--- config.mk ---
export PLATFORM = sky130hd
export DESIGN_NAME = utc_to_local_time_shift_top
export DESIGN_NICKNAME = d
export VERILOG_FILES = /design/src/rtl/ults_pkg.sv /design/src/rtl/ults_csr.sv /design/src/rtl/ults_shift.sv /design/src/rtl/utc_to_local_time_shift_top.sv
export SDC_FILE = /design/constraint.sdc
export NUM_CORES = 1
export LEC_CHECK = 0
export BUFFER_PORTS_ARGS = -buffer_cell sky130_fd_sc_hd__buf_4
export CAP_MARGIN = 20
export CORE_ASPECT_RATIO = 2
export CORE_MARGIN = 2
export CORE_UTILIZATION = 60
export CTS_CLUSTER_DIAMETER = 80
export DETAILED_ROUTE_END_ITERATION = 10
export PLACE_DENSITY_LB_ADDON = 0.15
export SLEW_MARGIN = 20
export SYNTH_ARGS = -nofsm -noshare
export SYNTH_HDL_FRONTEND = slang
export SYNTH_SLANG_ARGS = --single-unit
--- constraint.sdc ---
create_clock -name clock -period 6.6 [get_ports clock]
set_input_delay 0 -clock clock [delete_from_list [all_inputs] [get_ports clock]]
set_output_delay 0 -clock clock [all_outputs]
set_load 0.05 [all_outputs]
--- src/rtl/ults_pkg.sv ---
// Shared types, register indexes and calendar functions for the UTC to local time shift.
`timescale 1ns / 1ps

package ults_pkg;

   // Configuration register indexes.
   localparam int unsigned CSR_INDEX_WIDTH = 1;
   localparam logic [CSR_INDEX_WIDTH-1:0] CSR_ZONE_OFFSET = 1'b0;
   localparam logic [CSR_INDEX_WIDTH-1:0] CSR_ZONE_EAST   = 1'b1;
   localparam int unsigned CSR_DATA_WIDTH = 4;

   // Largest offset that still enables conversion.
   localparam logic [3:0] MAX_OFFSET = 4'd12;
   localparam logic [5:0] HOURS_PER_DAY = 6'd24;

   localparam logic [3:0] MONTH_JAN = 4'd1;
   localparam logic [3:0] MONTH_DEC = 4'd12;
   localparam logic [4:0] DAY_FIRST = 5'd1;
   localparam logic [4:0] DAY_LAST_DEC = 5'd31;

   // Offsets from 2000 of the century years in range that are not leap years.
   localparam logic [7:0] YEAR_2100 = 8'd100;
   localparam logic [7:0] YEAR_2200 = 8'd200;

   typedef struct packed {
      logic [3:0] zone_offset_hours;
      logic       zone_is_east;
   } cfg_type;

   typedef struct packed {
      logic [7:0] year;
      logic [3:0] month;
      logic [4:0] day;
      logic [4:0] hour;
      logic [5:0] minute;
      logic [5:0] second;
   } stamp_type;

   typedef struct packed {
      stamp_type  stamp;
      logic       converted;
   } result_type;

   // Gregorian leap rule applied to 2000 + year. Since 2000 is a multiple of
   // 400, only 2100 and 2200 are skipped among the multiples of four in range.
   function automatic logic is_leap(input logic [7:0] year);
      is_leap = (year[1:0] == 2'b00) && (year != YEAR_2100) && (year != YEAR_2200);
   endfunction

   // Days in a month; zero for a month code with no meaning.
   function automatic logic [4:0] month_length(input logic [3:0] month,
                                               input logic [7:0] year);
      case (month)
         4'd1, 4'd3, 4'd5, 4'd7, 4'd8, 4'd10, 4'd12: month_length = 5'd31;
         4'd4, 4'd6, 4'd9, 4'd11:                     month_length = 5'd30;
         4'd2:    month_length = is_leap(year) ? 5'd29 : 5'd28;
         default: month_length = 5'd0;
      endcase
   endfunction

endpackage

--- src/rtl/ults_csr.sv ---
// Configuration registers for the zone offset and direction.
`timescale 1ns / 1ps

module ults_csr (
   input  logic                                   clock,
   input  logic                                   reset,
   input  logic                                   csr_valid,
   output logic                                   csr_ready,
   input  logic [ults_pkg::CSR_INDEX_WIDTH-1:0]   csr_index,
   input  logic [ults_pkg::CSR_DATA_WIDTH-1:0]    csr_wdata,
   output ults_pkg::cfg_type                      cfg
);
   import ults_pkg::*;

   cfg_type cfg_ff;
   cfg_type cfg_in;

   // Writes are always taken.
   assign csr_ready = 1'b1;

   // Register write decode.
   always_comb begin
      cfg_in = cfg_ff;
      if (csr_valid) begin
         case (csr_index)
            CSR_ZONE_OFFSET: cfg_in.zone_offset_hours = csr_wdata[3:0];
            CSR_ZONE_EAST:   cfg_in.zone_is_east = csr_wdata[0];
            default:         cfg_in = cfg_ff;
         endcase
      end
   end

   always_ff @(posedge clock) begin
      if (reset) begin
         cfg_ff.zone_offset_hours <= 4'd0;
         cfg_ff.zone_is_east <= 1'b1;
      end else begin
         cfg_ff <= cfg_in;
      end
   end

   assign cfg = cfg_ff;

endmodule

--- src/rtl/ults_shift.sv ---
// Combinational hour shift with day, month and year rollover.
`timescale 1ns / 1ps

module ults_shift (
   input  ults_pkg::cfg_type    cfg,
   input  ults_pkg::stamp_type  utc,
   output ults_pkg::result_type local_time
);
   import ults_pkg::*;

   logic       enable;
   logic       month_valid;
   logic [5:0] east_sum;
   logic [5:0] west_wrap;
   logic [4:0] cur_len;
   logic [3:0] prev_month;
   logic [4:0] prev_len;
   logic [7:0] year_next;
   logic [7:0] year_prev;

   // Offsets of zero or above twelve leave the stamp untouched.
   assign enable = (cfg.zone_offset_hours != 4'd0) && (cfg.zone_offset_hours <= MAX_OFFSET);
   assign month_valid = (utc.month >= MONTH_JAN) && (utc.month <= MONTH_DEC);

   assign east_sum   = {1'b0, utc.hour} + {2'b00, cfg.zone_offset_hours};
   assign west_wrap  = {1'b0, utc.hour} + HOURS_PER_DAY - {2'b00, cfg.zone_offset_hours};
   assign cur_len    = month_length(utc.month, utc.year);
   assign prev_month = utc.month - 4'd1;
   assign prev_len   = month_length(prev_month, utc.year);
   assign year_next  = utc.year + 8'd1;
   assign year_prev  = utc.year - 8'd1;

   // Hour shift and, when midnight is crossed and the month code is valid, a one-day step of the date.
   always_comb begin
      local_time.stamp = utc;
      local_time.converted = 1'b0;
      if (enable) begin
         local_time.converted = 1'b1;
         if (cfg.zone_is_east) begin
            if (east_sum < HOURS_PER_DAY) begin
               local_time.stamp.hour = east_sum[4:0];
            end else begin
               local_time.stamp.hour = 5'(east_sum - HOURS_PER_DAY);
               if (cur_len != 5'd0) begin
                  if (utc.day < cur_len) begin
                     local_time.stamp.day = utc.day + 5'd1;
                  end else begin
                     local_time.stamp.day = DAY_FIRST;
                     if (utc.month == MONTH_DEC) begin
                        local_time.stamp.month = MONTH_JAN;
                        local_time.stamp.year = year_next;
                     end else begin
                        local_time.stamp.month = utc.month + 4'd1;
                     end
                  end
               end
            end
         end else begin
            if ({1'b0, utc.hour} >= {2'b00, cfg.zone_offset_hours}) begin
               local_time.stamp.hour = utc.hour - {1'b0, cfg.zone_offset_hours};
            end else begin
               local_time.stamp.hour = west_wrap[4:0];
               if (month_valid) begin
                  if (utc.day > DAY_FIRST) begin
                     local_time.stamp.day = utc.day - 5'd1;
                  end else if (utc.month == MONTH_JAN) begin
                     local_time.stamp.month = MONTH_DEC;
                     local_time.stamp.day = DAY_LAST_DEC;
                     local_time.stamp.year = year_prev;
                  end else begin
                     local_time.stamp.month = prev_month;
                     local_time.stamp.day = prev_len;
                  end
               end
            end
         end
      end
   end

endmodule

--- src/rtl/utc_to_local_time_shift_top.sv ---
// Top level of the UTC to local time shift: request and result registers around the shift logic.
`timescale 1ns / 1ps

// Channel   Handshake               Payload
// req       req_valid / req_stall   req_utc_year .. req_utc_second
// rsp       rsp_valid / rsp_stall   rsp_local_year .. rsp_local_second, rsp_converted
// csr       csr_valid / csr_ready   csr_index, csr_wdata
//
// A request is registered on acceptance and its result is registered in the
// result register through the combinational shift logic between the two
// registers; one request is taken every cycle while rsp_stall is low.
// Reset is synchronous and active high; it empties both stages and loads the
// register defaults (offset 0, east). While a result is stalled an empty request
// register still accepts one more request before req_stall rises.

module utc_to_local_time_shift_top (
   input  logic                                   clock,
   input  logic                                   reset,
   input  logic                                   req_valid,
   output logic                                   req_stall,
   input  logic [7:0]                             req_utc_year,
   input  logic [3:0]                             req_utc_month,
   input  logic [4:0]                             req_utc_day,
   input  logic [4:0]                             req_utc_hour,
   input  logic [5:0]                             req_utc_minute,
   input  logic [5:0]                             req_utc_second,
   output logic                                   rsp_valid,
   input  logic                                   rsp_stall,
   output logic [7:0]                             rsp_local_year,
   output logic [3:0]                             rsp_local_month,
   output logic [4:0]                             rsp_local_day,
   output logic [4:0]                             rsp_local_hour,
   output logic [5:0]                             rsp_local_minute,
   output logic [5:0]                             rsp_local_second,
   output logic                                   rsp_converted,
   input  logic                                   csr_valid,
   output logic                                   csr_ready,
   input  logic [ults_pkg::CSR_INDEX_WIDTH-1:0]   csr_index,
   input  logic [ults_pkg::CSR_DATA_WIDTH-1:0]    csr_wdata
);
   import ults_pkg::*;

   cfg_type    cfg;
   logic       in_valid_ff;
   logic       in_valid_in;
   stamp_type  in_data_ff;
   stamp_type  in_data_in;
   logic       out_valid_ff;
   logic       out_valid_in;
   result_type out_data_ff;
   result_type out_data_in;
   result_type shifted;
   logic       out_free;
   logic       advance;
   logic       in_free;
   logic       req_take;

   ults_csr u_csr (
      .clock     (clock),
      .reset     (reset),
      .csr_valid (csr_valid),
      .csr_ready (csr_ready),
      .csr_index (csr_index),
      .csr_wdata (csr_wdata),
      .cfg       (cfg)
   );

   ults_shift u_shift (
      .cfg        (cfg),
      .utc        (in_data_ff),
      .local_time (shifted)
   );

   // Flow control between the request register and the result register.
   assign out_free  = !out_valid_ff || !rsp_stall;
   assign advance   = in_valid_ff && out_free;
   assign in_free   = !in_valid_ff || advance;
   assign req_take  = req_valid && in_free;
   assign req_stall = !in_free;

   // Next values of both stages.
   always_comb begin
      in_valid_in  = in_valid_ff;
      in_data_in   = in_data_ff;
      out_valid_in = out_valid_ff;
      out_data_in  = out_data_ff;
      if (out_free) begin
         out_valid_in = in_valid_ff;
         out_data_in  = shifted;
      end
      if (in_free) begin
         in_valid_in = req_valid;
         in_data_in.year   = req_utc_year;
         in_data_in.month  = req_utc_month;
         in_data_in.day    = req_utc_day;
         in_data_in.hour   = req_utc_hour;
         in_data_in.minute = req_utc_minute;
         in_data_in.second = req_utc_second;
      end
   end

   // Control state is reset; payload registers only load.
   always_ff @(posedge clock) begin
      if (reset) begin
         in_valid_ff  <= 1'b0;
         out_valid_ff <= 1'b0;
      end else begin
         in_valid_ff  <= in_valid_in;
         out_valid_ff <= out_valid_in;
      end
   end

   always_ff @(posedge clock) begin
      if (req_take) begin
         in_data_ff <= in_data_in;
      end
      if (advance) begin
         out_data_ff <= out_data_in;
      end
   end

   // Result ports.
   assign rsp_valid        = out_valid_ff;
   assign rsp_local_year   = out_data_ff.stamp.year;
   assign rsp_local_month  = out_data_ff.stamp.month;
   assign rsp_local_day    = out_data_ff.stamp.day;
   assign rsp_local_hour   = out_data_ff.stamp.hour;
   assign rsp_local_minute = out_data_ff.stamp.minute;
   assign rsp_local_second = out_data_ff.stamp.second;
   assign rsp_converted    = out_data_ff.converted;

endmodule
## Yosys cells after proc, flatten, opt, wreduce, memory -nomap -nowiden

Index checks and enable logic that the tools add are counted.

| word-level totals | value |
|---|---|
| word-level logic and storage cells | 105 |
| register bits | 76 |
| output and inout bits | 38 |

| operators by class | value |
|---|---|
| add/subtract/negate cells | 11 |
| reduce and logical (&&, ||, !) cells | 23 |
| magnitude comparators | 7 |
| bitwise operators | 1 |
| mux-type cells | 20 |
| equality and inequality tests | 26 |

Operators by type and width:

| kind | count |
|---|---|
| 2-to-1 mux 17 bit | 4 |
| 2-to-1 mux 22 bit | 2 |
| equality test 4 bit (second input constant) | 10 |
| equality test 4 x 3 -> 1 bit (second input constant) | 8 |
| one-hot mux 5 bit (3 select lines) | 2 |
| 2-to-1 mux 12 bit | 2 |
| 2-to-1 mux 5 bit | 4 |
| equality test 4 x 2 -> 1 bit (second input constant) | 4 |
| 2-to-1 mux 8 bit | 2 |
| OR reduction 7 bit | 2 |
| subtractor 5 x 4 -> 5 bit | 2 |
| 2-to-1 mux 9 bit | 1 |
| adder 8 x 1 -> 8 bit (second input constant) | 1 |
| equality test 4 x 1 -> 1 bit (second input constant) | 2 |
| less-or-equal comparator 4 bit (second input constant) | 2 |
| != test 8 x 7 -> 1 bit (second input constant) | 1 |
| != test 8 bit (second input constant) | 1 |
| AND reduction 2 bit | 4 |
| OR reduction 4 bit | 2 |
| subtractor 8 x 1 -> 8 bit (second input constant) | 1 |
| adder 5 x 4 -> 6 bit | 1 |
| logical AND 1 bit | 6 |
| less-than comparator 6 x 5 -> 1 bit (second input constant) | 1 |
| adder 5 x 1 -> 5 bit (second input constant) | 1 |
| 17 further kinds | 22 |

## Logic depth before layout (Yosys ltp)

Gate-level depths: netlist of run 1.

| depth | value |
|---|---|
| depth after elaboration | 11 |
| depth in mapped cells | 12 |
| depth with buffers taken out | 11 |

## Modules after synthesis

A second synthesis of run 1 with hierarchy kept.

| second synthesis, totals | value |
|---|---|
| cells, all modules | 459 |
| area, all modules | 4,779.6 µm² |

By module, submodules not included:

| module | instances | area an instance (µm²) | sequential area each (µm²) | cells each |
|---|---|---|---|---|
| ults_shift | 1 | 2,392.3 | 0.0 | 358 |
| utc_to_local_time_shift_top | 1 | 2,158.3 | 2,112.0 | 79 |
| ults_csr | 1 | 229.0 | 100.1 | 22 |

## Worst setup path after synthesis of run 1

OpenSTA, ideal clock, no wires.

| path | value |
|---|---|
| path kind | register -> register |
| start | register out_valid_ff (netlist: rsp_valid) |
| end | register out_data_ff, in the netlist rsp_converted, enable pin |
| arrival time | 3.118 ns |
| stages on the path, launching flop included | 2 |
| period minus slack after synthesis | 3.599 ns |
| setup slack | 3.001 ns |
| cells stage by stage | dfxtp_1 > a21boi_0 |

| between the ends | value |
|---|---|
| longest elaborated chain between the ends | 4 |

Ends and longest elaborated chain:

| what | line | source |
|---|---|---|
| start: declaration | utc_to_local_time_shift_top.sv:48 | `logic out_valid_ff;` |
| start signal: assignment | utc_to_local_time_shift_top.sv:109 | `out_valid_ff <= out_valid_in;` |
| logical NOT 1 bit (*) | utc_to_local_time_shift_top.sv:75 | `assign out_free = !out_valid_ff \|\| !rsp_stall;` |
| logical OR 1 bit (*) | utc_to_local_time_shift_top.sv:75 |  |
| logical AND 1 bit | utc_to_local_time_shift_top.sv:76 | `assign advance = in_valid_ff && out_free;` |
| AND reduction 2 bit (no line) (*) | -- |  |
| end signal: assignment | utc_to_local_time_shift_top.sv:118 | `out_data_ff <= out_data_in;` |
| end: declaration | utc_to_local_time_shift_top.sv:50 | `result_type out_data_ff;` |

Every way passes the cells marked *; elsewhere a longest branch is shown, timed or not.
A chain may end at the register's enable or synchronous reset.

==> metrics.md, run 1 <==
| Metric | Value |
|---|---|
| Status | `complete, no violations` |
| Max Root-Sink Buffers | `2` |
| First-pass DRT Iterations | `5` |
| Number of global-route vias before repair | `around 3700` |
| Multi-input logic area | `roughly 2100 µm²` |
| Drt drc | `0` |
| Initial Util | `about three fifths` |
| Post-route clock period utilization | `54.4%` |
| Fraction of layout cells with a size suffix above 1 | `a little under a quarter` |
| Die width | `65.8 µm` |
| Mapped Nets | `approximately 500` |
| Die H | `~130 µm` |
| Crit path buffers/inverters | `1` |
| Vias per inst | `between 6 and 7` |
| Unrepaired setup endpoints after global routing | `false` |
| Std cell rows | `45` |
| DRT Wirelength | `~11000 µm` |
| Most frequent cells in the layout | `82 x buf_4, 69 x edfxtp_1, 43 x dlygate4sd3_1, 31 x inv_1, 27 x nor2_1` |
| Post-CTS setup buffers | `0` |
| Post-synth top area share | `45.2%` |
| Crit Path Class | `flop to flop` |
| Hold Startpoint | `csr_index` |
| Ys Warns | `0` |
| Power density cells | `about 240 nW/µm²` |
| Commonest non-fill, non-tap cell in the layout | `buf_4` |
| N_diodes | `0` |
| Worst r2r dst | `rsp_local_day[2]` |
| Initial antenna violation count | `0` |
| Gr usage total | `28.0%` |
| FF-to-FF path depth | `11` |
| Hold path depth | `4` |
| Worst-Margin Slew | `roughly 1000 ps` |
| Ys async rst share | `0%` |
| Htree depth | `3` |
| IO buf count | `80` |
| Top FF cell, synth | `edfxtp_1` |
| GR Util met1 | `34.5%` |
| Startpoint class of the critical path | `flop` |
| Worst-path fanout max | `13` |
| Max incr delay on CP | `around 560 ps` |
| Crit path launch | `in_data_ff[22]` |
| NumNets Final | `611` |
| Fin Hold WS | `around 110 ps` |
| CP endpoint kind | `flop` |
| Largest net degree at the start of global routing | `37` |
| Reg area | `~2200 µm²` |
| GR Layer Usage met2 | `about 47%` |
| EDFF count, synth | `about 70` |
| Max Cap Viol | `0` |
| Worst vdd ir | `just over 0.0003 V` |
| Top-level I/O count | `82` |
| Pwr Total | `roughly 1400 µW` |
| First-pass GRT wire length | `about 18000 µm` |
| Setup tns final | `0 ps` |
| Die area | `8400 µm²` |
| Fin. Hold Viols | `0` |
| Iter 0 DRT Violations | `480` |
| Final setup violation count | `0` |
| FF-to-FF setup slack | `3010 ps` |
| Slew margin rel. | `between 30% and 40%` |
| Clock Sink Count | `76` |
| Number of fillers in the final layout | `485` |
| Top cells by area, synth | `edfxtp_1 45%, ha_1 6.8%, dfxtp_1 3.1%` |
| Mapped Avg Cell Area | `roughly 11 µm²` |
| Cell taking the most area after synthesis | `edfxtp_1` |
| CP required | `approximately 6700 ps` |
| Max Transition Viols Final | `0` |
| Total gr overflow | `0` |
| Lkg Pwr | `around 0.0024 µW` |
| HP Class | `input pin to flop` |
| Via Count | `~3900` |
| Tmin final | `approximately 3600 ps` |
| RR Startpoint | `in_data_ff[22]` |
| Routability congestion estimate | `just over 0.9` |
| Clk Latency, worst-skew pair | `around 340 ps` |
| CTS tree | `done` |
| Hpwl dp | `a little over 7000 µm` |
| Sequential element share of the synthesized area | `between 40% and 50%` |
| CTS Buf Count | `9` |
| F_max | `approximately 280 MHz` |
| Yosys cell types | `76` |
| Root Driver | `clkbuf_16` |
| Top Usage Layer GRT | `met2` |
| Arr. time, crit path | `3690 ps` |
| Area of the mapped netlist | `roughly 4600 µm²` |
| CP max stage cell | `edfxtp_1` |
| Seq cells post-synth | `76` |
| Clock skew | `8.29 ps` |
| Critical path, cell by cell | `inv_1, ha_1, nor2_1, o21ai_0, nand2_1, ha_1, a21bo_2, o221ai_2, nand2_1, a311o_1, a221o_1` |
| Endpoint, Worst Hold | `u_csr.cfg[1]` |
| CP delay by family, top | `compound AO/OA/AOI/OAI gates` |
| CORE AREA | `about 7500 µm²` |
| Reg clk slew, reported paths | `approximately 60 ps` |
| Layout Area Growth over Synthesis | `30.2%` |
| Grt met3 use | `4.67%` |
| Antenna Nets Post-Route | `0` |
| Synth Instances | `roughly 420` |
| WL per Instance | `~18 µm` |
synthesized netlist by cell type, types with 3 or more instances:
library cell  instances
nor2_1               27
nand4_1              10
nand2b_1              4
fa_1                  5
nor4_1                3
nor3_1               11
and3_1                6
mux2i_1               5
buf_6                 3
buf_2                 4
o211ai_1              4
o21ai_0              23
a21oi_1              24
dfxtp_1               7
o22ai_1               3
nor2b_1               6
nand3_1              11
a31oi_1              13
inv_1                31
nand2_1              24
o31ai_1               4
edfxtp_1             69
clkbuf_1             12
a211oi_1              8
a311o_1               3
xor2_1                8
xnor2_1               5
ha_1                 25
or4_1                 4
logic make-up after synthesis:
family | share of synthesized area [%]
and+or+nand+nor | 16.3
AOI/OAI and AO/OA | 15.9
DFF | 48.2
buffers and inverters | 6.14
adders and majority gates | 9.00
xor gates and xnor gates | 2.48
muxes | 1.83
other | 0.0818
worst reg2reg max path, delay by kind of cell (launching register included):
kind / cells / cell delay, ps
and+or+nand+nor: 3 / 310
buffers and inverters: 1 / 230
adders and majority gates: 2 / 730
AOI/OAI and AO/OA: 5 / 1530
DFF: 1 / 560
where the power goes:
group / total [µW] / internal (µW) / switching, µW
registers: 583 / 559 / 23.7
clock network: 561 / 368 / 193
logic: 268 / 109 / 159
total: 1410 / 1040 / 376
timing repair:
action / in CTS / in global routing
hold buffers: 43 / 0
endpoints found under the setup margin: 0 / 0
endpoints found under the hold margin: 41 / 0
resized for setup: 0 / 0
registers in the layout (all words and copies together) (netlist names):
signal	cells
rsp_local_minute	6
rsp_local_year	8
u_csr.cfg	5
rsp_local_second	6
rsp_local_hour	5
rsp_local_month	4
rsp_converted	1
rsp_local_day	5
in_data_ff	34
rsp_valid	1
in_valid_ff	1
per-stage QoR:
step	util [%]	instances	cell area (µm²)	setup slack (ps)
6_report	79.7	635	5970	3010
4_1_cts	79.4	634	5940	3080
3_5_place_dp	69.1	576	5180	3110
2_1_floorplan	-	424	4590	3000
3_3_place_gp	69.1	576	5180	3180
5_1_grt	79.7	635	5970	2740
cell type report:
class	count	area share [%]
Clock buffer	9	3.77
Clock inverter	6	1.89
Inverter	32	2.01
Multi-Input combinational cell	292	35.3
Sequential cell	76	37.0
Tap cell	94	1.97
Timing Repair Buffer	126	18.0
layer usage:
| layer | part of all wire, % | vias to the layer above |
|---|---|---|
| met1 | 39 | 1848 |
| met2 | 53 | 165 |
| met3 | 5.5 | 25 |
| met4 | 2.5 | 0 |
| li1 | - | 1813 |
| met5 | 0 | - |
worst max-delay path by stage:
stage	cells past startpoint	slack, ps	endpoint
floorplan	1	3000	rsp_converted
global placement	11	3180	rsp_local_day[2]
detailed placement	9	3110	rsp_local_day[3]
CTS	11	3080	rsp_local_day[2]
global route	11	2740	rsp_local_day[2]
finish	11	3010	rsp_local_day[2]
Note: power is estimated with default switching activity, not from simulation.
==> run 2, diff against run 1 <==
--- a/config.mk
+++ b/config.mk
@@ -9,7 +9,7 @@
 export CAP_MARGIN = 20
 export CORE_ASPECT_RATIO = 2
 export CORE_MARGIN = 2
-export CORE_UTILIZATION = 60
+export CORE_UTILIZATION = 51
 export CTS_CLUSTER_DIAMETER = 80
 export DETAILED_ROUTE_END_ITERATION = 10
 export PLACE_DENSITY_LB_ADDON = 0.15
==> constraint.sdc (replaced) <==
create_clock -name clock -period 3.3 [get_ports clock]
set_input_delay 0 -clock clock [delete_from_list [all_inputs] [get_ports clock]]
set_output_delay 0 -clock clock [all_outputs]
set_load 0.05 [all_outputs]
==> run 2 against run 1 <==
Hold slack gained 27 ps. First-iteration DRC count shrank 29%. Global-route usage shrank 2.6 points. Sequential power grew 99%. Die area grew 17%. Final cell count grew 5.0%. Count of clock-buffer cells in the layout is the same. Clock skew shrank 4.0 ps.
==> metrics.md, run 2 (synthesis results as in run 1) <==
| Metric | Value |
|---|---|
| Max Root-Sink Buffers | `2 (unchanged)` |
| Root Driver | `clkbuf_16 (unchanged)` |
| Iter 0 DRT Violations | `339 (was 480)` |
| Hpwl dp | `9030 µm (was 7050 µm)` |
| CTS tree | `done (unchanged)` |
| Fraction of layout cells with a size suffix above 1 | `26.2% (was 23.1%)` |
| Antenna Nets Post-Route | `0 (unchanged)` |
| CP endpoint kind | `flop (unchanged)` |
| Crit Path Class | `flop to flop (unchanged)` |
| Drt drc | `0 (unchanged)` |
| Worst-Margin Slew | `1020 ps (was 1040 ps)` |
| F_max | `325 MHz (was 278 MHz)` |
| Setup tns final | `0 ps (unchanged)` |
| Post-route clock period utilization | `93.2% (was 54.4%)` |
| DRT Wirelength | `12000 µm (was 11400 µm)` |
| CORE AREA | `8890 µm² (was 7490 µm²)` |
| N_diodes | `0 (unchanged)` |
| Die width | `71.1 µm (was 65.8 µm)` |
| Initial Util | `51.6% (was 61.2%)` |
| First-pass DRT Iterations | `5 (unchanged)` |
| Routability congestion estimate | `0.924 (was 0.920)` |
| Reg clk slew, reported paths | `60 ps (about the same)` |
| Fin. Hold Viols | `0 (unchanged)` |
| WL per Instance | `17.9 µm (about the same)` |
| Htree depth | `3 (unchanged)` |
| Worst-path fanout max | `6 (was 13)` |
| Worst vdd ir | `0.000325 V (was 0.000303 V)` |
| Power density cells | `443 nW/µm² (was 236 nW/µm²)` |
| Arr. time, crit path | `3140 ps (was 3690 ps)` |
| Status | `complete, no violations (unchanged)` |
| Layout Area Growth over Synthesis | `33.1% (was 30.2%)` |
| Std cell rows | `49 (was 45)` |
| IO buf count | `80 (unchanged)` |
| Most frequent cells in the layout | `105 x buf_4, 69 x edfxtp_1, 44 x dlygate4sd3_1, 31 x inv_1, 27 x nor2_1 (was 82 x buf_4, 69 x edfxtp_1, 43 x dlygate4sd3_1, 31 x inv_1, 27 x nor2_1)` |
| CP required | `3370 ps (was 6690 ps)` |
| Die H | `138 µm (was 128 µm)` |
| Largest net degree at the start of global routing | `36 (was 37)` |
| Number of global-route vias before repair | `3897 (was 3675)` |
| First-pass GRT wire length | `19200 µm (was 17700 µm)` |
| Top-level I/O count | `82 (unchanged)` |
| Clock skew | `4.27 ps (was 8.29 ps)` |
| Clock Sink Count | `76 (unchanged)` |
| Max Transition Viols Final | `0 (unchanged)` |
| Startpoint class of the critical path | `flop (unchanged)` |
| Vias per inst | `5.80 (was 6.06)` |
| Tmin final | `3080 ps (was 3590 ps)` |
| Lkg Pwr | `0.00244 µW (was 0.00236 µW)` |
| Pwr Total | `2710 µW (was 1410 µW)` |
| Via Count | `3866 (was 3851)` |
| Die area | `9810 µm² (was 8400 µm²)` |
| Final setup violation count | `0 (unchanged)` |
| Max Cap Viol | `0 (unchanged)` |
| Commonest non-fill, non-tap cell in the layout | `buf_4 (unchanged)` |
| Largest Register | `in_data_ff (unchanged)` |
| CTS Buf Count | `9 (unchanged)` |
| HP Class | `input pin to flop (unchanged)` |
| Clk Latency, worst-skew pair | `340 ps (about the same)` |
| Unrepaired setup endpoints after global routing | `false (unchanged)` |
| Gr usage total | `25.4% (was 28.0%)` |
| Slew margin rel. | `31.7% (was 30.4%)` |
| Max reg flops | `34 (unchanged)` |
| NumNets Final | `634 (was 611)` |
| Initial antenna violation count | `0 (unchanged)` |
| Total gr overflow | `0 (unchanged)` |
==> run 2: final timing paths <==
path / slack, ps / to / depth (start not counted) / start
hold / removal: 130 / u_csr.cfg[1] / 4 / csr_index
setup reg to reg: 220 / rsp_local_day[3] / 9 / u_csr.cfg[3]
hold reg to reg: 420 / rsp_local_minute[5] / 0 / in_data_ff[11]
setup / recovery: 220 / rsp_local_day[3] / 9 / u_csr.cfg[3]
==> run 2: cell type report <==
| type | instances | area [µm²] |
|---|---|---|
| Multi-Input combinational cell | 292 | 2110 |
| Sequential cell | 76 | 2210 |
| Inverter | 32 | 120 |
| Clock inverter | 7 | 76.3 |
| Clock buffer | 9 | 225 |
| Fill cell | 670 | 2790 |
| Tap cell | 102 | 128 |
| Timing Repair Buffer | 149 | 1230 |
==> run 2: timing repair <==
| item | in CTS | in global routing |
|---|---|---|
| resized for setup | 0 | 3 |
| hold buffers | 44 | 0 |
| hold endpoints to repair | 41 | 0 |
| setup buffers | 0 | 2 |
| endpoints found under the setup margin | 0 | 4 |
==> run 2: critical path, stage by stage, from the launching register on <==
cell	delay [ps]
dfxtp_1	420
inv_1	90
ha_1	380
or3b_1	430
a31oi_1	210
o21ai_0	130
a21boi_2	200
and2_1	310
mux2i_1	110
or4_1	530
==> run 2: metrics by stage <==
| step | instances | cell area, µm² | utilization [%] | hold slack [ps] | setup WS, ps |
|---|---|---|---|---|---|
| final | 667 | 6100 | 68.7 | 133 | 224 |
| after global routing | 667 | 6100 | 68.7 | 173 | 17.9 |
| after CTS | 665 | 6090 | 68.5 | 128 | 158 |
| after detailed placement | 605 | 5340 | 60.1 | 179 | 173 |
| after global placement | 605 | 5340 | 60.1 | 178 | 270 |
| after floorplan | 424 | 4590 | - | 72.4 | 211 |
==> run 2: where the power goes <==
group / total [µW] / leakage (µW) / switching [µW] / internal [µW]
sequential: 1160 / 0.000717 / 39.5 / 1120
combinational: 568 / 0.00159 / 331 / 237
clock: 980 / 0.000137 / 391 / 589
==> run 2: per-layer routing <==
layer	vias up	share of wire [%]	GRT usage, %	routed length [µm]
met4	0	5.6	15.0	676
met1	1835	32	24.0	3840
met3	40	3.8	3.57	459
met5	-	0	0	0
li1	1857	-	-	-
met2	134	58	49.1	6990
